[config.mk]
export PLATFORM = sky130hd
export DESIGN_NAME = strs_back
export DESIGN_NICKNAME = d
export VERILOG_FILES = /design/src/sv/strs_pkg.sv /design/src/sv/strs_back.sv
export SDC_FILE = /design/constraint.sdc
export NUM_CORES = 1
export LEC_CHECK = 0
export ABC_AREA = 1
export BUFFER_PORTS_ARGS = -buffer_cell sky130_fd_sc_hd__buf_2
export CORE_MARGIN = 1
export CORE_UTILIZATION = 55
export CTS_CLUSTER_SIZE = 40
export DETAILED_ROUTE_END_ITERATION = 6
export GPL_ROUTABILITY_DRIVEN = 0
export GPL_TIMING_DRIVEN = 0
export PLACE_DENSITY = 0.84
export SLEW_MARGIN = 20
export SYNTH_ARGS = -nofsm -noshare
export SYNTH_HDL_FRONTEND = slang
export SYNTH_SLANG_ARGS = --single-unit
[constraint.sdc]
create_clock -name clk_i -period 6.4 [get_ports clk_i]
set_clock_uncertainty 0.2 [all_clocks]
set_input_delay 0.64 -clock clk_i [delete_from_list [all_inputs] [get_ports clk_i]]
set_output_delay 0.64 -clock clk_i [all_outputs]
set_load 0.005 [all_outputs]
[src/sv/strs_pkg.sv]
`timescale 1ns / 1ps
package strs_pkg;

  localparam int TableDepth = 1024;
  localparam int ScoreW     = 16;
  localparam int AddrW      = $clog2(TableDepth);
  localparam int CntW       = $clog2(TableDepth + 1);
  localparam int SumW       = ScoreW + AddrW;
  localparam int ResW       = 23;

  // rounding scale factors for average and percent
  localparam int Hundred    = 100;
  localparam int PctScale   = 10000;
  localparam int MulBW      = $clog2(PctScale + 1);
  localparam int NumW       = SumW + MulBW + 1;
  localparam int DivCntW    = $clog2(NumW);

  localparam int QDepth     = 2;
  localparam int QPtrW      = $clog2(QDepth);
  localparam int QCntW      = $clog2(QDepth + 1);

  localparam int CfgAddrW   = 3;

  typedef enum logic [2:0] {
    ActLoad    = 3'd0,
    ActAverage = 3'd1,
    ActMin     = 3'd2,
    ActMax     = 3'd3,
    ActAbove   = 3'd4,
    ActBelow   = 3'd5,
    ActEqual   = 3'd6,
    ActAdvance = 3'd7
  } action_e;

  typedef enum logic {
    RegEntryCount     = 1'b0,
    RegReferenceScore = 1'b1
  } cfg_reg_e;

  typedef enum logic [2:0] {
    BkIdle,
    BkScan,
    BkLast,
    BkMul,
    BkDiv,
    BkFin
  } back_state_e;

  // classified command handed from front to back
  typedef struct packed {
    action_e            act;
    logic               err;
    logic [AddrW-1:0]   lo;
    logic [AddrW-1:0]   hi;
    logic [ScoreW-1:0]  score;
    logic [ScoreW-1:0]  ref_score;
    logic [CntW-1:0]    k;
  } cmd_t;

endpackage

[src/sv/strs_back.sv]
`timescale 1ns / 1ps
module strs_back (
  input  logic                          clk_i,
  input  logic                          rst_ni,
  input  logic                          empty_i,
  input  strs_pkg::cmd_t                head_i,
  output logic                          pop_o,
  output logic                          ram_we_o,
  output logic [strs_pkg::AddrW-1:0]    ram_waddr_o,
  output logic [strs_pkg::ScoreW-1:0]   ram_wdata_o,
  output logic                          ram_re_o,
  output logic [strs_pkg::AddrW-1:0]    ram_raddr_o,
  input  logic [strs_pkg::ScoreW-1:0]   ram_rdata_i,
  output logic                          done_o,
  output logic [22:0]                   result_value_o,
  output logic                          advances_o,
  output logic                          error_o
);
  import strs_pkg::*;

  back_state_e         state_q, state_d;
  cmd_t                cur_q;
  logic [AddrW-1:0]    ptr_q;
  logic [CntW-1:0]     len_q, len_d;
  logic [SumW-1:0]     sum_q;
  logic [ScoreW-1:0]   min_q, max_q;
  logic [CntW-1:0]     above_q, below_q, equal_q;
  logic                data_vld_q;
  logic [NumW-1:0]     num_q, num_d;
  logic [CntW-1:0]     rem_q;
  logic [DivCntW-1:0]  div_cnt_q;
  logic                done_q, adv_q, err_q;
  logic [ResW-1:0]     value_q;

  logic                load_cur, emit, emit_adv, emit_err, need_div;
  logic [ResW-1:0]     emit_value;
  logic [SumW-1:0]     mul_a;
  logic [MulBW-1:0]    mul_b;
  logic [SumW+MulBW-1:0] prod;
  logic [CntW:0]       rem_sh;
  logic                q_bit;

  assign len_d    = CntW'(head_i.hi) - CntW'(head_i.lo) + 1'b1;
  assign need_div = (cur_q.act == ActAverage) || (cur_q.act == ActBelow);

  // scaled numerator with half-divisor rounding term
  assign mul_a = (cur_q.act == ActAverage) ? sum_q : SumW'(below_q);
  assign mul_b = (cur_q.act == ActAverage) ? MulBW'(Hundred) : MulBW'(PctScale);
  assign prod  = mul_a * mul_b;
  assign num_d = NumW'(prod) + NumW'(len_q >> 1);

  // restoring divide, one quotient bit per cycle
  assign rem_sh = {rem_q, num_q[NumW-1]};
  assign q_bit  = (rem_sh >= {1'b0, len_q});

  always_comb begin
    state_d = state_q;
    unique case (state_q)
      BkIdle: if (load_cur) state_d = BkScan;
      BkScan: if (ptr_q == cur_q.hi) state_d = BkLast;
      BkLast: state_d = need_div ? BkMul : BkFin;
      BkMul:  state_d = BkDiv;
      BkDiv:  if (div_cnt_q == '0) state_d = BkFin;
      BkFin:  state_d = BkIdle;
      default: state_d = BkIdle;
    endcase
  end

  always_comb begin
    pop_o      = (state_q == BkIdle) && !empty_i;
    load_cur   = pop_o && !head_i.err && (head_i.act != ActLoad);
    ram_we_o   = pop_o && !head_i.err && (head_i.act == ActLoad);
    ram_re_o   = (state_q == BkScan);
    emit       = (pop_o && !load_cur) || (state_q == BkFin);
    emit_err   = (state_q == BkIdle) && head_i.err;
    emit_adv   = 1'b0;
    emit_value = '0;
    if (state_q == BkFin) begin
      unique case (cur_q.act)
        ActAverage, ActBelow: emit_value = num_q[ResW-1:0];
        ActMin:     emit_value = ResW'(min_q);
        ActMax:     emit_value = ResW'(max_q);
        ActAbove:   emit_value = ResW'(above_q);
        ActEqual:   emit_value = ResW'(equal_q);
        ActAdvance: emit_adv   = (above_q < cur_q.k);
        ActLoad:    emit_value = '0;
      endcase
    end
  end

  assign ram_waddr_o = head_i.lo;
  assign ram_wdata_o = head_i.score;
  assign ram_raddr_o = ptr_q;

  always_ff @(posedge clk_i or negedge rst_ni) begin
    if (!rst_ni) begin
      state_q    <= BkIdle;
      data_vld_q <= 1'b0;
      done_q     <= 1'b0;
    end else begin
      state_q    <= state_d;
      data_vld_q <= ram_re_o;
      done_q     <= emit;
    end
  end

  always_ff @(posedge clk_i) begin
    value_q <= emit_value;
    adv_q   <= emit_adv;
    err_q   <= emit_err;
    if (load_cur) begin
      cur_q   <= head_i;
      ptr_q   <= head_i.lo;
      len_q   <= len_d;
      sum_q   <= '0;
      min_q   <= '1;
      max_q   <= '0;
      above_q <= '0;
      below_q <= '0;
      equal_q <= '0;
    end else if (state_q == BkScan) begin
      ptr_q <= ptr_q + 1'b1;
    end
    if (data_vld_q) begin
      sum_q <= sum_q + SumW'(ram_rdata_i);
      if (ram_rdata_i < min_q) min_q <= ram_rdata_i;
      if (ram_rdata_i > max_q) max_q <= ram_rdata_i;
      priority if (ram_rdata_i > cur_q.ref_score) begin
        above_q <= above_q + 1'b1;
      end else if (ram_rdata_i < cur_q.ref_score) begin
        below_q <= below_q + 1'b1;
      end else begin
        equal_q <= equal_q + 1'b1;
      end
    end
    if (state_q == BkMul) begin
      num_q     <= num_d;
      rem_q     <= '0;
      div_cnt_q <= DivCntW'(NumW - 1);
    end else if (state_q == BkDiv) begin
      num_q     <= {num_q[NumW-2:0], q_bit};
      rem_q     <= q_bit ? CntW'(rem_sh - {1'b0, len_q}) : CntW'(rem_sh);
      div_cnt_q <= div_cnt_q - 1'b1;
    end
  end

  assign done_o         = done_q;
  assign result_value_o = value_q;
  assign advances_o     = adv_q;
  assign error_o        = err_q;

  assert property (@(posedge clk_i) disable iff (!rst_ni)
    done_q |-> state_q == BkIdle)
    else $error("result strobe outside idle");

  assert property (@(posedge clk_i) disable iff (!rst_ni)
    state_q == BkScan |-> ptr_q <= cur_q.hi)
    else $error("scan pointer ran past upper bound");

  assert property (@(posedge clk_i) disable iff (!rst_ni)
    data_vld_q |-> state_q == BkScan || state_q == BkLast)
    else $error("read data returned outside scan");

endmodule

# Word-level counts from Yosys, hierarchy flattened
# Cells that the tools add are included.
[word_totals]
regBits = 240
output_inout_bits = 65
wordCells = 107
[classes]
add_sub_neg = 10
mul = 1
n_lt_le_gt_ge = 6
n_eq_ne = 16
n_mux = 32
n_reduce_logical = 21
[op_table]
columns = ["cell", "n"]
rows = [
  ["$mux W11", 12],
  ["$pmux W23 S5", 1],
  ["$mux W16", 6],
  ["$mux W41", 2],
  ["$mux W26", 3],
  ["$add A11 B1 Y11 const B", 4],
  ["$add A40 B10 Y41", 1],
  ["$mul A26 B14 Y40", 1],
  ["$gt A16 B16 Y1", 2],
  ["$lt A16 B16 Y1", 2],
  ["$add A26 B16 Y26", 1],
  ["$mux W10", 2],
  ["$eq A3 B3 Y1 const B", 6],
  ["$pmux W3 S5", 1],
  ["$mux W14", 1],
  ["$eq A3 B2 Y1 const B", 4],
  ["$ge A12 B11 Y1", 1],
  ["$mux W3", 4],
  ["$lt A11 B11 Y1", 1],
  ["$sub A10 B10 Y11", 1],
  ["$sub A11 B11 Y11", 1],
  ["$add A10 B1 Y10 const B", 1],
  ["$eq A10 B10 Y1", 1],
  ["$eq A3 B1 Y1 const B", 2],
  ["13 further kinds", 25],
]

# Depth between registers and ports, before layout
[logic_depth]
ltp_word = 8
mapped_depth = 32
depth_no_buf = 31

# Least setup slack after synthesis
# No wires, ideal clock.
[synth_timing]
kind = "flip-flop to flip-flop"
from = "register cur_q[65] (netlist name)"
to = "register num_q[16], data pin"
t_arrival_ns = 5.227
path_slack_ns = 0.719
path_stages_with_launch = 27
synth_period_minus_slack_ns = 5.681
path_cell_list = "edfxtp_1 -> nor2_4 -> inv_2 -> nor2_1 -> inv_1 -> buf_2 -> nand2_1 -> inv_1 -> nor2_1 -> a21oi_1 -> ha_1 -> o21bai_1 -> fa_1 -> inv_1 -> fa_1 -> inv_1 -> fa_1 -> fa_1 -> ha_1 -> ha_1 -> nand2_1 -> inv_1 -> a21oi_1 -> nand3_1 -> or2_2 -> nand3_1 -> nand2_1"
[synth_via]
elab_chain_len = 5
elab_cells_between_ends = 6
cone_classes = "1 x add/sub; 1 x mul; 1 x eq/ne; 3 x mux"
[synth_rtl]
columns = ["element", "line_no", "text"]
rows = [
  ["start: declaration", "strs_back.sv:22", "cmd_t cur_q;"],
  ["start signal: assignment", "strs_back.sv:112", "cur_q <= head_i;"],
  ["$eq A3 B1 Y1 *", "strs_back.sv:47, strs_back.sv:48", ""],
  ["$mux W26 / $mux W14 (equally long branches)", "strs_back.sv:47, strs_back.sv:48", ""],
  ["$mul A26 B14 Y40 *", "strs_back.sv:49", "assign prod = mul_a * mul_b;"],
  ["$add A40 B10 Y41 *", "strs_back.sv:50", "assign num_d = NumW'(prod) + NumW'(len_q >> 1);"],
  ["$mux W41 *", "strs_back.sv:136", "if (state_q == BkMul) begin"],
  ["end signal: assignment", "strs_back.sv:137", "num_q <= num_d;"],
  ["end signal: assignment", "strs_back.sv:141", "num_q <= {num_q[NumW-2:0], q_bit};"],
  ["end: declaration", "strs_back.sv:29", "logic [NumW-1:0] num_q, num_d;"],
]
# Every way passes the cells marked *; elsewhere a longest branch is shown, timed or not.
# A chain may end at the register's enable or synchronous reset.

# Final worst setup path
[layout_timing]
from = "register cur_q[64] (netlist name)"
to = "register num_q[21], data pin"
# Same word-level chain as after synthesis.

==> results.ini <==
[worst_hold_path]
min_path_cells=1
hp-start=head_i[6]
min_to=cur_q[6]
hp-class=primary input to flip-flop

[sta]
finalCritPeriodShare=0.9647
fin_ws_ns=0.2262
slew_viol_final=0
period_needed_ns=6.174
slew_headroom=0.4700
rsz0062_at_grt=yes
finalHoldViolCount=0
whs_ns=0.05771
timing.setup.tns_ns=0
fmax_mhz=162.0
worst-slew-pin-transition_ns=0.7949
finalSetupViolCount=0

[logic_synthesis]
netlist_top_cells_area=edfxtp_1, ha_1, fa_1, nand2_1, dfxtp_1
synth-async-reset-ratio=0.02083
ys_seq_area_frac=0.2820
synth_area_um2=21670
ys_types=49
synth-edff-count=128
synth-warning-count=0
syn_inst=2716
synth.ff_latch_count=240
syn_area_per_cell_um2=7.978
synth_top_cell_area_share=0.1774
yosys.area.top_type=edfxtp_1
synth_ff_type=edfxtp_1

[drt]
routed_wl_um=55670
drtPass1Iterations=7
routedWlPerCell_um=15.91
vias_per_cell=5.519
vias=19310
dr.first_iter.drc_count=1784
ant_nets=0
drc=2

[status]
outcome=complete, but fails checks
violations=DRC

[worst_setup_path]
worstPathArrival_ns=6.22
path_max_fanout=10
required_ns=6.45
rr_startpoint=cur_q[64]
r2r_end=num_q[21]
cp-start-kind=flip-flop
r2r_slack_ns=0.23
critical_path_class=flip-flop to flip-flop
reg2regPathDepth=26
critPathCaptureType=flip-flop

[pwr]
ir_drop_v=0.0003783
p_per_area_nw_per_um2=489.2
p_leak_uw=0.01278

[cts]
cts_buffers=26
htree_levels=1
cts.clk_slew.worst_paths_ns=0.07
worstSkewPairLatency_ns=0.55
cts_tree=done
root_buffer=clkbuf_16
cts.sinks=240
ctsLongestPathBuffers=3

[finish]
layout.nets=3478
area_growth_pct=12.30
layout-drive-gt1-share=0.09359
fillCellCount=3147
diodes=0
utilization=0.6282

[floorplanning]
start_util=0.5594
dieWidth_um=200.5
die_h_um=200.5
coreArea_um2=38740
die_area_um2=40200
rows=72
ios=151

[grt]
grt_pass1_wl_um=89870
grt_max_degree=61
grt_usage=0.2731
grt_overflow=0
antenna_found_initial=0
grt_pass1_vias=18870

[place]
io_buffer_count=134
pre_cts_slack_ns=-0.1920
hpwl_um=44520

[flow_run]
drv_cap=0

metal layers:
metal	track usage	vias up	wire, µm
met4	0.1202	0	2705
met3	0.03133	197	4721
met5	0	-	0
met2	0.4660	994	26080
li1	-	9178	-
met1	0.3495	8941	22170
flip-flops by register name (all words and copies together), names as in the netlist:
register / count
len_q: 11
min_q: 16
num_q: 41
max_q: 16
above_q: 11
error_o: 1
equal_q: 11
done_o: 1
below_q: 11
state_q: 3
div_cnt_q: 6
data_vld_q: 1
sum_q: 26
rem_q: 11
advances_o: 1
result_value_o: 23
ram_raddr_o: 10
cur_q: 40
repair_timing:
| item | CTS | global route |
|---|---|---|
| pin swaps | 0 | 2 |
| endpoints found under the hold margin | 5 | 0 |
| hold buffers | 1 | 0 |
| buffers inserted | 1 | 2 |
| endpoints found under the setup margin | 17 | 19 |
| resized for setup | 5 | 26 |
worst max path at each step:
stage                     slack, ns  startpoint         to  cells past startpoint
final                          0.23   cur_q[64]  num_q[21]                     26
after global routing          -0.08   cur_q[64]  num_q[30]                     30
after CTS                      0.01   cur_q[64]  num_q[31]                     31
after detailed placement      -0.19   cur_q[65]  num_q[19]                     27
after global placement        -0.12   cur_q[65]  num_q[23]                     27
after floorplan                0.72   cur_q[65]  num_q[16]                     26
power breakdown:
part	internal (µW)	switching [µW]	leakage, µW
registers	2220	314	0.00214
clock network	887	653	0.000429
logic	2820	5010	0.0102
total	5930	5970	0.0128
through the flow:
step                power [µW]  area [µm²]  instances
finish                   11900       24340       3499
global route             12940       24340       3499
CTS                      11500       24230       3497
detailed placement        9850       23310       3447
global placement          9558       23280       3446
floorplan                 7966       21960       2794
area by class of cell:
class	instances	area, µm²	share of cell area
inverter	493	1851	0.07604
multi-input combinational	1985	13670	0.5615
buffer	76	455.4	0.01871
sequential	240	6111	0.2511
timing repair buffer	139	730.7	0.03003
tap	518	648.1	0.02663
clock buffer	39	772.0	0.03172
clock inverter	9	102.6	0.004216
placed cells by master (no fill, tap or decap), drive strengths merged, types with 117 or more instances in the layout:
master / count
buf: 185
nand3: 140
edfxtp: 128
nor2: 242
nand2: 593
o21ai: 117
a21oi: 147
ha: 299
fa: 132
inv: 497
logic make-up after synthesis:
logic type | share of synthesized area
AND/OR/NAND/NOR | 0.2027
buffers and inverters | 0.1059
adder cells (fa/ha/maj) | 0.2946
AO/OA/AOI/OAI | 0.09186
flip-flops | 0.2820
XOR/XNOR | 0.02263
other | 0.0003466
worst max-delay path: stages, from the launching register on:
cell and delay [ns]:
edfxtp_1 0.34, inv_1 0.09, nor2_4 0.16, inv_2 0.08
nor2_4 0.13, inv_1 0.08, clkbuf_4 0.19, nand2_1 0.11
inv_1 0.12, nor2_1 0.10, a21oi_1 0.06, ha_1 0.20
o21bai_1 0.20, fa_1 0.58, fa_1 0.45, fa_1 0.52
fa_1 0.50, ha_1 0.32, ha_1 0.38, nand2_1 0.19
inv_1 0.07, nand2_1 0.06, nand2_1 0.07, a21oi_1 0.13
nand2_1 0.13, xnor2_1 0.26, o21ai_0 0.13
Yosys cell counts, drive strengths merged (27+ instances only):
master and count:
edfxtp 128, xor2 27, inv 493, buf 50, fa 132, a21oi 147
ha 299, xnor2 29, o21ai 117, o22ai 29, nor3 42, nand3 140
dfxtp 107, nand2 593, nor2 242
Power figures use the tool's default switching activity.
