[src/sv/strs_pkg.sv]
`timescale 1ns / 1ps
package strs_pkg;

  localparam int TableDepth = 1024;
  localparam int ScoreW     = 16;
  localparam int AddrW      = $clog2(TableDepth);
  localparam int CntW       = $clog2(TableDepth + 1);
  localparam int SumW       = ScoreW + AddrW;
  localparam int ResW       = 23;

  // rounding scale factors for average and percent
  localparam int Hundred    = 100;
  localparam int PctScale   = 10000;
  localparam int MulBW      = $clog2(PctScale + 1);
  localparam int NumW       = SumW + MulBW + 1;
  localparam int DivCntW    = $clog2(NumW);

  localparam int QDepth     = 2;
  localparam int QPtrW      = $clog2(QDepth);
  localparam int QCntW      = $clog2(QDepth + 1);

  localparam int CfgAddrW   = 3;

  typedef enum logic [2:0] {
    ActLoad    = 3'd0,
    ActAverage = 3'd1,
    ActMin     = 3'd2,
    ActMax     = 3'd3,
    ActAbove   = 3'd4,
    ActBelow   = 3'd5,
    ActEqual   = 3'd6,
    ActAdvance = 3'd7
  } action_e;

  typedef enum logic {
    RegEntryCount     = 1'b0,
    RegReferenceScore = 1'b1
  } cfg_reg_e;

  typedef enum logic [2:0] {
    BkIdle,
    BkScan,
    BkLast,
    BkMul,
    BkDiv,
    BkFin
  } back_state_e;

  // classified command handed from front to back
  typedef struct packed {
    action_e            act;
    logic               err;
    logic [AddrW-1:0]   lo;
    logic [AddrW-1:0]   hi;
    logic [ScoreW-1:0]  score;
    logic [ScoreW-1:0]  ref_score;
    logic [CntW-1:0]    k;
  } cmd_t;

endpackage

[src/sv/strs_front.sv]
`timescale 1ns / 1ps
module strs_front (
  input  logic                       clk_i,
  input  logic                       rst_ni,
  input  logic                       start,
  output logic                       busy,
  input  logic [2:0]                 action_i,
  input  logic [9:0]                 low_index_i,
  input  logic [9:0]                 high_index_i,
  input  logic [15:0]                score_in_i,
  input  logic [10:0]                advance_slots_i,
  input  logic [10:0]                entry_count_i,
  input  logic [15:0]                reference_score_i,
  input  logic                       pop_i,
  output logic                       empty_o,
  output strs_pkg::cmd_t             head_o
);
  import strs_pkg::*;

  cmd_t            q_mem_q [QDepth];
  logic [QPtrW-1:0] wr_ptr_q, rd_ptr_q;
  logic [QCntW-1:0] cnt_q;
  logic            push;
  cmd_t            cmd;
  logic [CntW-1:0] n;
  logic [CntW-1:0] lo_ext, hi_ext, slots_ext;
  action_e         act;

  assign act       = action_e'(action_i);
  assign n         = (32'(entry_count_i) > TableDepth) ? CntW'(TableDepth)
                                                       : CntW'(entry_count_i);
  assign lo_ext    = CntW'(low_index_i);
  assign hi_ext    = CntW'(high_index_i);
  assign slots_ext = CntW'(advance_slots_i);

  // classify: error check, scan bounds, clamped k
  always_comb begin
    cmd           = '0;
    cmd.act       = act;
    cmd.score     = ScoreW'(score_in_i);
    cmd.ref_score = ScoreW'(reference_score_i);
    cmd.k         = (slots_ext > n) ? n : slots_ext;
    priority if (act == ActLoad) begin
      cmd.err = (32'(low_index_i) >= TableDepth);
      cmd.lo  = AddrW'(low_index_i);
    end else if (n == '0) begin
      cmd.err = 1'b1;
    end else if (act == ActAverage || act == ActMin || act == ActMax) begin
      cmd.err = (lo_ext > hi_ext) || (hi_ext >= n);
      cmd.lo  = AddrW'(low_index_i);
      cmd.hi  = AddrW'(high_index_i);
    end else begin
      cmd.lo  = '0;
      cmd.hi  = AddrW'(n - 1'b1);
    end
  end

  assign busy    = (cnt_q == QCntW'(QDepth));
  assign empty_o = (cnt_q == '0);
  assign push    = start && !busy;
  assign head_o  = q_mem_q[rd_ptr_q];

  always_ff @(posedge clk_i) begin
    if (push) begin
      q_mem_q[wr_ptr_q] <= cmd;
    end
  end

  always_ff @(posedge clk_i or negedge rst_ni) begin
    if (!rst_ni) begin
      wr_ptr_q <= '0;
      rd_ptr_q <= '0;
      cnt_q    <= '0;
    end else begin
      if (push) begin
        wr_ptr_q <= (wr_ptr_q == QPtrW'(QDepth - 1)) ? '0 : wr_ptr_q + 1'b1;
      end
      if (pop_i) begin
        rd_ptr_q <= (rd_ptr_q == QPtrW'(QDepth - 1)) ? '0 : rd_ptr_q + 1'b1;
      end
      unique case ({push, pop_i})
        2'b10:   cnt_q <= cnt_q + 1'b1;
        2'b01:   cnt_q <= cnt_q - 1'b1;
        default: cnt_q <= cnt_q;
      endcase
    end
  end

  assert property (@(posedge clk_i) disable iff (!rst_ni)
    (push && !pop_i) |=> cnt_q == $past(cnt_q) + 1'b1)
    else $error("queue count did not follow a lone push");

  assert property (@(posedge clk_i) disable iff (!rst_ni)
    pop_i |-> !empty_o)
    else $error("pop from empty queue");

endmodule

[config.mk]
export PLATFORM = sky130hd
export DESIGN_NAME = strs_front
export DESIGN_NICKNAME = d
export VERILOG_FILES = /design/src/sv/strs_pkg.sv /design/src/sv/strs_front.sv
export SDC_FILE = /design/constraint.sdc
export NUM_CORES = 1
export LEC_CHECK = 0
export ABC_AREA = 1
export ABC_CLOCK_PERIOD_IN_PS = 4460
export BUFFER_PORTS_ARGS = -buffer_cell sky130_fd_sc_hd__buf_2
export CORE_AREA = 2 2 139 141
export DETAILED_ROUTE_END_ITERATION = 8
export DIE_AREA = 0 0 141 143
export HOLD_SLACK_MARGIN = 0.12
export PLACE_DENSITY_LB_ADDON = 0.15
export RECOVER_POWER = 100
export SYNTH_ARGS = -nofsm -noshare
export SYNTH_HDL_FRONTEND = slang
export SYNTH_SLANG_ARGS = --single-unit
[constraint.sdc]
create_clock -name clk_i -period 4.46 [get_ports clk_i]
set_clock_uncertainty 0.2 [all_clocks]
set_input_delay 0.669 -clock clk_i [delete_from_list [all_inputs] [get_ports clk_i]]
set_output_delay 0.669 -clock clk_i [all_outputs]
set_load 0.01 [all_outputs]
Word-level counts from Yosys, hierarchy flattened
Memory sizes are Yosys's and may differ from the RTL's. Index checks and enable logic that the tools add are counted.

Flip-flop bits (word level): 4. Bits in writable memories: 134. Bits of input ports: 81. Output and inout bits: 69. Memories: 1.

Memories: q_mem_q (words 2, bits a word 67, rd ports 1, clocked after memory_dff 0, wr ports 1, line strs_front.sv:20) `cmd_t q_mem_q [QDepth];`.

Add/sub/neg operators: 5. Magnitude comparators: 4. Eq/ne operators: 6. Multiplexer cells: 13. Reduce and logical (&&, ||, !) cells: 9.

Operators by type and width (count): $mux W20 (2); $mux W11 (3); $ge A10 B11 Y1 (1); $gt A11 B11 Y1 (1); $gt A11 B11 Y1 const B (1); $logic_not A11 Y1 (1); $gt A10 B10 Y1 (1); $mux W10 (1); $sub A10 B1 Y10 const B (1); $eq A3 B2 Y1 const B (2); $mux W1 (6); $eq A2 B2 Y1 const B (2); $pmux W2 S2 (1); $eq A3 B1 Y1 const B (1); $logic_not A3 Y1 (1); $logic_or A1 B1 Y1 (3); $add A1 B1 Y1 const B (2); $add A2 B1 Y2 const B (1); $eq A2 B1 Y1 const B (1); $logic_not A2 Y1 (1); $reduce_bool A2 Y1 (1); $sub A2 B1 Y2 const B (1); $logic_and A1 B1 Y1 (1); $logic_not A1 Y1 (1).

Longest topological paths before layout
Gate-level depths: netlist (run 1).

Word-level depth: 7. Gate-level depth with buffers: 15.

Least setup slack after synthesis (run 1)
OpenSTA, ideal clock, no wires.

Path kind: in2reg. Start point: input start. End point: memory q_mem_q[0][0] (netlist bit), enable pin. Library setup time: 493 ps. Arrival: 3673 ps. Data required time: 3767 ps. Setup slack: 94 ps. Stages on the path: 2. Buffers on the path: 0. Path through: o21ai_0 -> nor2_1.

Word-level cells in the longest chain between the ends: 3.

Ends and longest elaborated chain: start, declared (line strs_front.sv:5) `input logic start,`; $logic_and A1 B1 Y1 (line strs_front.sv:60) `assign push = start && !busy;`; $mux W1 (line strs_front.sv:64) `if (push) begin`; $mux W1 (implied by the code) (line strs_front.sv:65) `q_mem_q[wr_ptr_q] <= cmd;`; end, declared (line strs_front.sv:20).

Every way passes these cells.

==> flow_summary.ini, run 1 <==
[run_status]
status = finished, violations left
violations = max-capacitance violations, max-slew violations

[synthesis]
synth_ff_type = edfxtp_1
synth_edf_count = 134
synth_cell_types = 35
synth_top_cell_by_area = edfxtp_1
netlist_area_um2 = 6466
synth.yosys.seq_area_share_pct = 63.78
syn_nets = 600
synth_top_area_share_pct = 62.23
synth_top_family_by_area = multiplexers
synthTopCellsByCount = edfxtp_1, mux2_2, nand2_1
yosys-top-cells-area = edfxtp_1, mux2_2, ha_1, nand2_1, nor2_1
async_flop_share_pct = 2.899
synth_compound_area_share_pct = 4.373
synth_warnings = 0
synthMuxAreaShare_pct = 11.67
synth_xor_area_share_pct = 0.6772
yosysMostFrequentCell = edfxtp_1
syn_inst = 486
syn_avg_cell_area_um2 = 13.30
synth-simple-area-share_pct = 10.27
synth_fa_ha_area_share_pct = 6.385
ys_ff_latch = 138

[drt]
drc = 0
vias_per_cell = 4.761
drt_pass1_iterations = 7
first_iter_violations = 222
wl_um = 14770
wl_per_cell_um = 16.54
final_antenna_net_count = 0
num_vias = 4252

[timing]
hold-worst-slack_ps = 235.7
period_minus_slack_ps = 3485
worst_pin_slew_ps = 2346
max_freq_mhz = 286.9
finalCritPeriodShare_pct = 78.14
rsz0062_at_grt = false
final_hold_viol_count = 0
setup_violations = 0
max_slew_margin_pct = -56.95
setup_tns_ps = 0
final_max_slew_viol_count = 52

[flow_run]
maxCapViolCount = 2

[critical_path]
path_buf_inv = 2
crit_path_start_kind = register
cp_top_family = flip-flops
cp_data_arrival_time_ps = 2620
endpoint_kind = output port
crit_fanout = 36
critPathRequiredTime_ps = 3590
path_cells = buf_12 > mux2_2 > clkbuf_1
cpPeakStageDelay_ps = 1320
critPathKind = register to output port
slowest_stage = dfrtp_1

[clock_network]
clk_path_buf_depth = 2
clock-sinks = 138
numCtsBuffers = 17
htreeDepth = 4
worst_skew_pair.late_latency_ps = 410
post_cts_buffers = 0
cts_tree = done
postCtsResizedCells = 0
cts_root_buf = clkbuf_16
clk_pin_slew_ps = 60

[place]
dp_cells = 860
dpl.hpwl_um = 10650
dpl-instance-area_um2 = 7532
io_buffers = 149
gp_congestion = 0.8854

[floorplanning]
die_area_um2 = 20160
row_count = 50
fp.coreArea_um2 = 18580
start_util_pct = 34.80
dieHeight_um = 143
boundaryPins = 150
die_x_um = 141

[final_layout]
fin_area_um2 = 7970
drive_gt1_share_pct = 25.34
nets = 760
finalNonFillerCells = 893
area_growth_pct = 23.26
diodes = 0
nFillCells = 1739

[power_and_ir_drop]
p_per_area_nw_per_um2 = 579.5
fin_total_pwr_mw = 4.618
power.leakage_nw = 3.080
irDropWorstVdd_uv = 257.9

[worst_hold_path]
hp-class = input pin to register

[global_route]
grt-ovfl-total = 0
grt_pass1_vias = 4397
grt_max_degree = 43
grt_pass1_wl_um = 22870
antenna_found_initial = 0
grt.total_usage_pct = 14.81
-- layer usage --
| layer | track usage, % | part of all wire (%) | vias to the layer above |
|---|---|---|---|
| met5 | 0 | 0 | - |
| met1 | 18.50 | 44 | 2007 |
| li1 | - | - | 2084 |
| met2 | 24.83 | 49 | 141 |
| met4 | 5.684 | 1.8 | 0 |
| met3 | 3.789 | 5.3 | 20 |
-- stage by stage --
step	utilization (%)	worst slack, ps
global placement	40.54	1015
CTS	43.77	1316
global route	42.90	737.9
finish	42.90	974.7
floorplan	-	94.42
detailed placement	40.54	881.5
-- cells in the final DEF, fill, tap and decap left out, types with 2 or more instances in the layout --
| cell | instances |
|---|---|
| nor3_1 | 2 |
| o31ai_1 | 2 |
| dfrtp_1 | 4 |
| buf_12 | 3 |
| nand2_2 | 3 |
| nand2_1 | 65 |
| nand2_4 | 2 |
| mux2_2 | 66 |
| xor2_1 | 3 |
| buf_2 | 57 |
| ha_1 | 33 |
| o21ai_0 | 19 |
| clkbuf_1 | 92 |
| edfxtp_1 | 134 |
| nand4_1 | 3 |
| nor2_2 | 2 |
| clkbuf_16 | 17 |
| nand3_1 | 19 |
| o22ai_1 | 4 |
| inv_6 | 8 |
| inv_1 | 35 |
| a21oi_1 | 18 |
| xnor2_1 | 2 |
| inv_8 | 5 |
| nor2_1 | 47 |
-- kinds of logic after synthesis --
logic type               Yosys count
AND/OR/NAND/NOR                  146
flip-flops                       138
multiplexers                      67
AO/OA/AOI/OAI                     49
buffers and inverters             48
adder cells (fa/ha/maj)           33
XOR/XNOR                           5
-- what timing repair did --
item,in CTS,in global routing
endpoints found under the hold margin,4,0
hold buffers,1,0
setup endpoints to repair,0,0
-- worst reg2reg max path: cells and delay by family (launching register included) --
kind	cells	cell delay [ps]
buf+inv	2	450
simple gates	1	1780
flops	1	380
compound gates	1	200
-- state kept, by name, summed over array words and instances, names as in the netlist --
name      cells
q_mem_q     134
cnt_q         2
wr_ptr_q      1
rd_ptr_q      1
-- layout make-up --
type	count	area (um^2)	share of cell area, %
Inverter	36	135.1	1.695
Timing Repair Buffer	153	700.7	8.791
Tap cell	234	292.8	3.673
Clock inverter	15	165.2	2.072
Clock buffer	17	425.4	5.338
Sequential cell	138	4124	51.74
Multi-Input combinational cell	300	2127	26.69
-- report_power, final --
group | internal [mW] | switching [mW] | total (mW)
registers | 1.80 | 0.126 | 1.92
logic | 0.544 | 0.751 | 1.29
clock network | 0.801 | 0.602 | 1.40
total | 3.14 | 1.48 | 4.62
-- worst paths after layout --
kind,from,endpoint,slack [ps],cells past startpoint
setup / recovery,rd_ptr_q$_DFFE_PN0P_,head_o[9],970,3
hold / removal,score_in_i[5],q_mem_q[1][32]$_DFFE_PP_,240,1
setup reg to reg,cnt_q[1]$_DFFE_PN0P_,q_mem_q[1][39]$_DFFE_PP_,1080,4
hold reg to reg,cnt_q[0]$_DFFE_PN0P_,cnt_q[0]$_DFFE_PN0P_,370,1
max in group asynchronous,rst_ni,rd_ptr_q$_DFFE_PN0P_,3450,2
min in group asynchronous,rst_ni,cnt_q[1]$_DFFE_PN0P_,430,2
(Power assumes the default switching activity.)
==> inputs of run 2 (changes only) <==
--- a/config.mk
+++ b/config.mk
@@ -6,7 +6,7 @@
 export NUM_CORES = 1
 export LEC_CHECK = 0
 export ABC_AREA = 1
-export ABC_CLOCK_PERIOD_IN_PS = 4460
+export ABC_CLOCK_PERIOD_IN_PS = 3400
 export BUFFER_PORTS_ARGS = -buffer_cell sky130_fd_sc_hd__buf_2
 export CORE_AREA = 2 2 139 141
 export DETAILED_ROUTE_END_ITERATION = 8
==> constraint.sdc (replaced) <==
create_clock -name clk_i -period 3.4 [get_ports clk_i]
set_clock_uncertainty 0.2 [all_clocks]
set_input_delay 0.51 -clock clk_i [delete_from_list [all_inputs] [get_ports clk_i]]
set_output_delay 0.51 -clock clk_i [all_outputs]
set_load 0.01 [all_outputs]
==> flow_summary.ini, run 2 (synthesis results as in run 1) <==
[run_status]
status = finished, final reports clean

[timing]
max_freq_mhz = 331.3
setup_violations = 0
final_hold_viol_count = 0
rsz0062_at_grt = false
final_max_slew_viol_count = 0
period_minus_slack_ps = 3019
max_slew_margin_pct = 35.48
hold-worst-slack_ps = 232.5
setup_tns_ps = 0
finalCritPeriodShare_pct = 88.79
worst_pin_slew_ps = 967.8

[global_route]
grt_pass1_wl_um = 22970
grt.total_usage_pct = 14.98
antenna_found_initial = 0
grt_pass1_vias = 4606
grt_max_degree = 36
grt-ovfl-total = 0

[clock_network]
worst_skew_pair.late_latency_ps = 410
cts_hold_repair.buffers = 36
cts_tree = done
htreeDepth = 4
clk_path_buf_depth = 2
numCtsBuffers = 17
clock-sinks = 138
post_cts_buffers = 0
cts_root_buf = clkbuf_16
clk_pin_slew_ps = 60
postCtsResizedCells = 0

[floorplanning]
start_util_pct = 34.80
die_x_um = 141
boundaryPins = 150
fp.coreArea_um2 = 18580
die_area_um2 = 20160
row_count = 50
dieHeight_um = 143

[critical_path]
crit_fanout = 19
crit_path_start_kind = register
cp_data_arrival_time_ps = 2310
critPathRequiredTime_ps = 2690
critPathKind = register to output port
endpoint_kind = output port

[power_and_ir_drop]
p_switching_mw = 1.883
internal_power_mw = 4.329
pwr-share-clk_pct = 31.6
sw_frac_of_total_pct = 30.31
irDropWorstVdd_uv = 311.1
seq_power_share_pct = 40.1
power.leakage_nw = 3.274
p_per_area_nw_per_um2 = 738.4
combPwrFrac_pct = 28.3

[place]
io_buffers = 149
gp_congestion = 0.8738
dpl.hpwl_um = 10860
dp_cells = 869

[final_layout]
nets = 804
final_cell_mix = edfxtp_1, clkbuf_1, nand2_1, mux2_2, buf_2
drive_gt1_share_pct = 24.75
final_common_cell = edfxtp_1
top_register = q_mem_q
largest_register_ffs = 134
diodes = 0
area_growth_pct = 30.11
nFillCells = 1735
top_regs = q_mem_q: 134 flops, cnt_q: 2 flops
finalNonFillerCells = 937

[drt]
drt_pass1_iterations = 4
wl_per_cell_um = 15.90
wl_um = 14900
vias_per_cell = 4.707
num_vias = 4410
first_iter_violations = 148
drc = 0
final_antenna_net_count = 0

[flow_run]
maxCapViolCount = 0

[worst_hold_path]
hp-class = input pin to register
==> run 2: changes by cell type in the layout (fill, tap and decap cells not counted), moves of 3 or more <==
cell | before | now
dlygate4sd3_1 | 1 | 36
buf_4 | 0 | 6
clkbuf_2 | 0 | 4
inv_8 | 5 | 1
mux2_1 | 1 | 5
mux2_2 | 66 | 62
bufinv_16 | 1 | 4
inv_6 | 8 | 5
==> run 2: through the flow <==
| step | util, % | worst slack (ps) | area (um^2) | power, mW |
|---|---|---|---|---|
| 2_1_floorplan | - | -806.6 | 6466 | 3.651 |
| 3_3_place_gp | 40.77 | 207.9 | 7575 | 4.361 |
| 3_5_place_dp | 40.77 | 26.36 | 7575 | 4.394 |
| 4_1_cts | 46.14 | 461.2 | 8573 | 6.421 |
| 5_1_grt | 45.28 | 204.9 | 8413 | 6.546 |
| 6_report | 45.28 | 381.2 | 8413 | 6.212 |
==> run 2: area by class of cell <==
type,instances,area (um^2),area share [%]
Clock buffer,17,425.4,5.057
Clock inverter,15,212.7,2.528
Inverter,36,135.1,1.606
Multi-Input combinational cell,300,2142,25.46
Sequential cell,138,4124,49.02
Tap cell,234,292.8,3.480
Timing Repair Buffer,197,1081,12.85
==> run 2: power groups by stage <==
stage	clock [mW]	combinational, mW	sequential (mW)
after floorplan	0	1.17	2.48
after global placement	0	1.85	2.51
after detailed placement	0	1.87	2.52
after CTS	2.01	1.91	2.49
after global routing	2.09	1.92	2.54
final	1.96	1.76	2.49
==> run 2: per-layer routing <==
layer  global-route usage, %  vias up  routed length [um]
li1                        -     2165                   -
met1                   17.94     2112                6635
met2                   26.34      119                7447
met3                   3.488       14                 602
met4                   5.684        0                 212
met5                       0        -                   0
==> run 2: worst max-delay path, stage by stage, from the launching register on <==
cell	delay, ps
dfrtp_1	920
buf_4	420
mux2_1	390
buf_2	150
==> run 2: worst paths after layout <==
check / start / end / slack [ps] / depth (start not counted)
setup / recovery: rd_ptr_q$_DFFE_PN0P_ / head_o[0] / 380 / 3
hold reg to reg: cnt_q[0]$_DFFE_PN0P_ / cnt_q[0]$_DFFE_PN0P_ / 360 / 1
hold / removal: advance_slots_i[3] / q_mem_q[0][3]$_DFFE_PP_ / 230 / 3
max in group asynchronous: rst_ni / cnt_q[0]$_DFFE_PN0P_ / 2560 / 2
min in group asynchronous: rst_ni / wr_ptr_q$_DFFE_PN0P_ / 260 / 2
setup reg to reg: cnt_q[0]$_DFFE_PN0P_ / q_mem_q[0][9]$_DFFE_PP_ / 960 / 3
==> inputs of run 3 (changes only) <==
==> constraint.sdc (replaced) <==
create_clock -name clk_i -period 3.4 [get_ports clk_i]
set_clock_uncertainty 0.2 [all_clocks]
set_input_delay 0.51 -clock clk_i [delete_from_list [all_inputs] [get_ports clk_i]]
set_output_delay 0.51 -clock clk_i [all_outputs]
set_load 0.02 [all_outputs]
==> flow_summary.ini, run 3 (synthesis results as in run 1) <==
[run_status]
status = finished, final reports clean

[place]
dpl.hpwl_um = 10710
io_buffers = 149
gp_congestion = 0.8836

[floorplanning]
row_count = 50
start_util_pct = 34.80
dieHeight_um = 143
die_area_um2 = 20160
fp.coreArea_um2 = 18580
die_x_um = 141
boundaryPins = 150

[drt]
num_vias = 4407
wl_per_cell_um = 15.91
drt_pass1_iterations = 5
first_iter_violations = 183
vias_per_cell = 4.698
wl_um = 14930
final_antenna_net_count = 0
drc = 0

[worst_hold_path]
hp-class = input pin to register
hp-start = advance_slots_i[2]
hold_path_depth = 3
holdPathEnd = q_mem_q[0][2]$_DFFE_PP_

[final_layout]
top_regs = q_mem_q: 134 flops, cnt_q: 2 flops
final_cell_mix = edfxtp_1, clkbuf_1, nand2_1, mux2_2, buf_2
diodes = 0
largest_register_ffs = 134
final_common_cell = edfxtp_1
top_register = q_mem_q
drive_gt1_share_pct = 24.57
nets = 805
area_growth_pct = 29.47

[timing]
period_minus_slack_ps = 3071
hold-worst-slack_ps = 240.2
final_hold_viol_count = 0
finalCritPeriodShare_pct = 90.33
max_slew_margin_pct = 34.08
final_max_slew_viol_count = 0
setup_violations = 0
setup_tns_ps = 0
rsz0062_at_grt = false
max_freq_mhz = 325.6
worst_pin_slew_ps = 988.8

[clock_network]
htreeDepth = 4
clk_pin_slew_ps = 60
cts_root_buf = clkbuf_16
clock-sinks = 138
cts_tree = done
postCtsResizedCells = 0
post_cts_buffers = 0
numCtsBuffers = 17
clk_path_buf_depth = 2
worst_skew_pair.late_latency_ps = 410

[critical_path]
slowest_stage = dfrtp_1
path_cells = clkbuf_4 > mux2_2 > clkbuf_1
critPathKind = register to output port
path_buf_inv = 2
endpoint_kind = output port
reg2reg_depth = 3
critPathRequiredTime_ps = 2690
rrSetupSlack_ps = 940
crit_fanout = 36
r2r_start = cnt_q[0]$_DFFE_PN0P_
cpPeakStageDelay_ps = 710
cp_top_family = buffers and inverters
cp_data_arrival_time_ps = 2360
reg2reg_to = q_mem_q[0][10]$_DFFE_PP_
crit_path_start_kind = register

[global_route]
grt.total_usage_pct = 14.94
grt_pass1_vias = 4448
antenna_found_initial = 0
grt-ovfl-total = 0
grt_max_degree = 37
grt_pass1_wl_um = 22940

[power_and_ir_drop]
combPwrFrac_pct = 31.7
internal_power_mw = 4.232
power.leakage_nw = 3.256
irDropWorstVdd_uv = 332.4
sw_frac_of_total_pct = 33.93
p_per_area_nw_per_um2 = 765.0
seq_power_share_pct = 38.7
pwr-share-clk_pct = 29.6
p_switching_mw = 2.173

[flow_run]
maxCapViolCount = 0
==> run 3: cell count changes in the layout (fill, tap and decap cells not counted), sizes merged <==
cell      before  now
clkbuf       113  117
buf           65   62
bufinv         4    3
inv           41   40
clkinvlp       1    2
clkinv         5    6
==> run 3: how the worst max path moves through the flow <==
stage | from | cells after the start | endpoint
global route | entry_count_i[5] | 12 | q_mem_q[0][9]$_DFFE_PP_
detailed placement | entry_count_i[5] | 12 | q_mem_q[1][9]$_DFFE_PP_
global placement | entry_count_i[0] | 11 | q_mem_q[0][4]$_DFFE_PP_
finish | rd_ptr_q$_DFFE_PN0P_ | 3 | head_o[47]
floorplan | start | 2 | q_mem_q[0][0]$_DFFE_PP_
CTS | entry_count_i[5] | 12 | q_mem_q[0][9]$_DFFE_PP_
==> run 3: metal layers <==
metal  routed length [um]  vias to the layer above  GRT usage, %
met2                 7283                      151         25.49
met5                    0                        -             0
li1                     -                     2171             -
met4                  227                        0         5.368
met3                  726                       15         3.722
met1                 6691                     2070         18.49
==> run 3: timing repair <==
action / in CTS / in global routing
hold buffers: 36 / 0
endpoints found under the setup margin: 0 / 0
endpoints found under the hold margin: 73 / 0
==> run 3: layout make-up <==
class	instances	area, um^2
Sequential cell	138	4124
Tap cell	234	292.8
Timing Repair Buffer	198	1067
Inverter	36	135.1
Fill cell	1758	10210
Multi-Input combinational cell	300	2137
Clock inverter	15	190.2
Clock buffer	17	425.4
==> run 3: per-stage QoR <==
stage | total power [mW] | area [um^2] | utilization, % | worst slack, ps | std cells
final | 6.405 | 8372 | 45.06 | 328.9 | 938
after global routing | 6.738 | 8372 | 45.06 | 65.41 | 938
after CTS | 6.638 | 8558 | 46.06 | 474.3 | 938
after detailed placement | 4.683 | 7582 | 40.81 | 13.39 | 870
after global placement | 4.651 | 7582 | 40.81 | 228.2 | 870
after floorplan | 3.947 | 6466 | - | -806.6 | 486
==> run 3: power groups by stage <==
stage / Clock, mW / Sequential, mW / Combinational (mW)
2_1_floorplan: 0 / 2.48 / 1.46
3_3_place_gp: 0 / 2.49 / 2.16
3_5_place_dp: 0 / 2.51 / 2.17
4_1_cts: 1.94 / 2.48 / 2.21
5_1_grt: 2.01 / 2.52 / 2.21
6_report: 1.89 / 2.48 / 2.03
==> run 3: worst register-to-register path: stages (launching register included) <==
cell and delay (ps):
dfrtp_1 430, o21ai_0 730, nor2_4 30, clkbuf_2 580
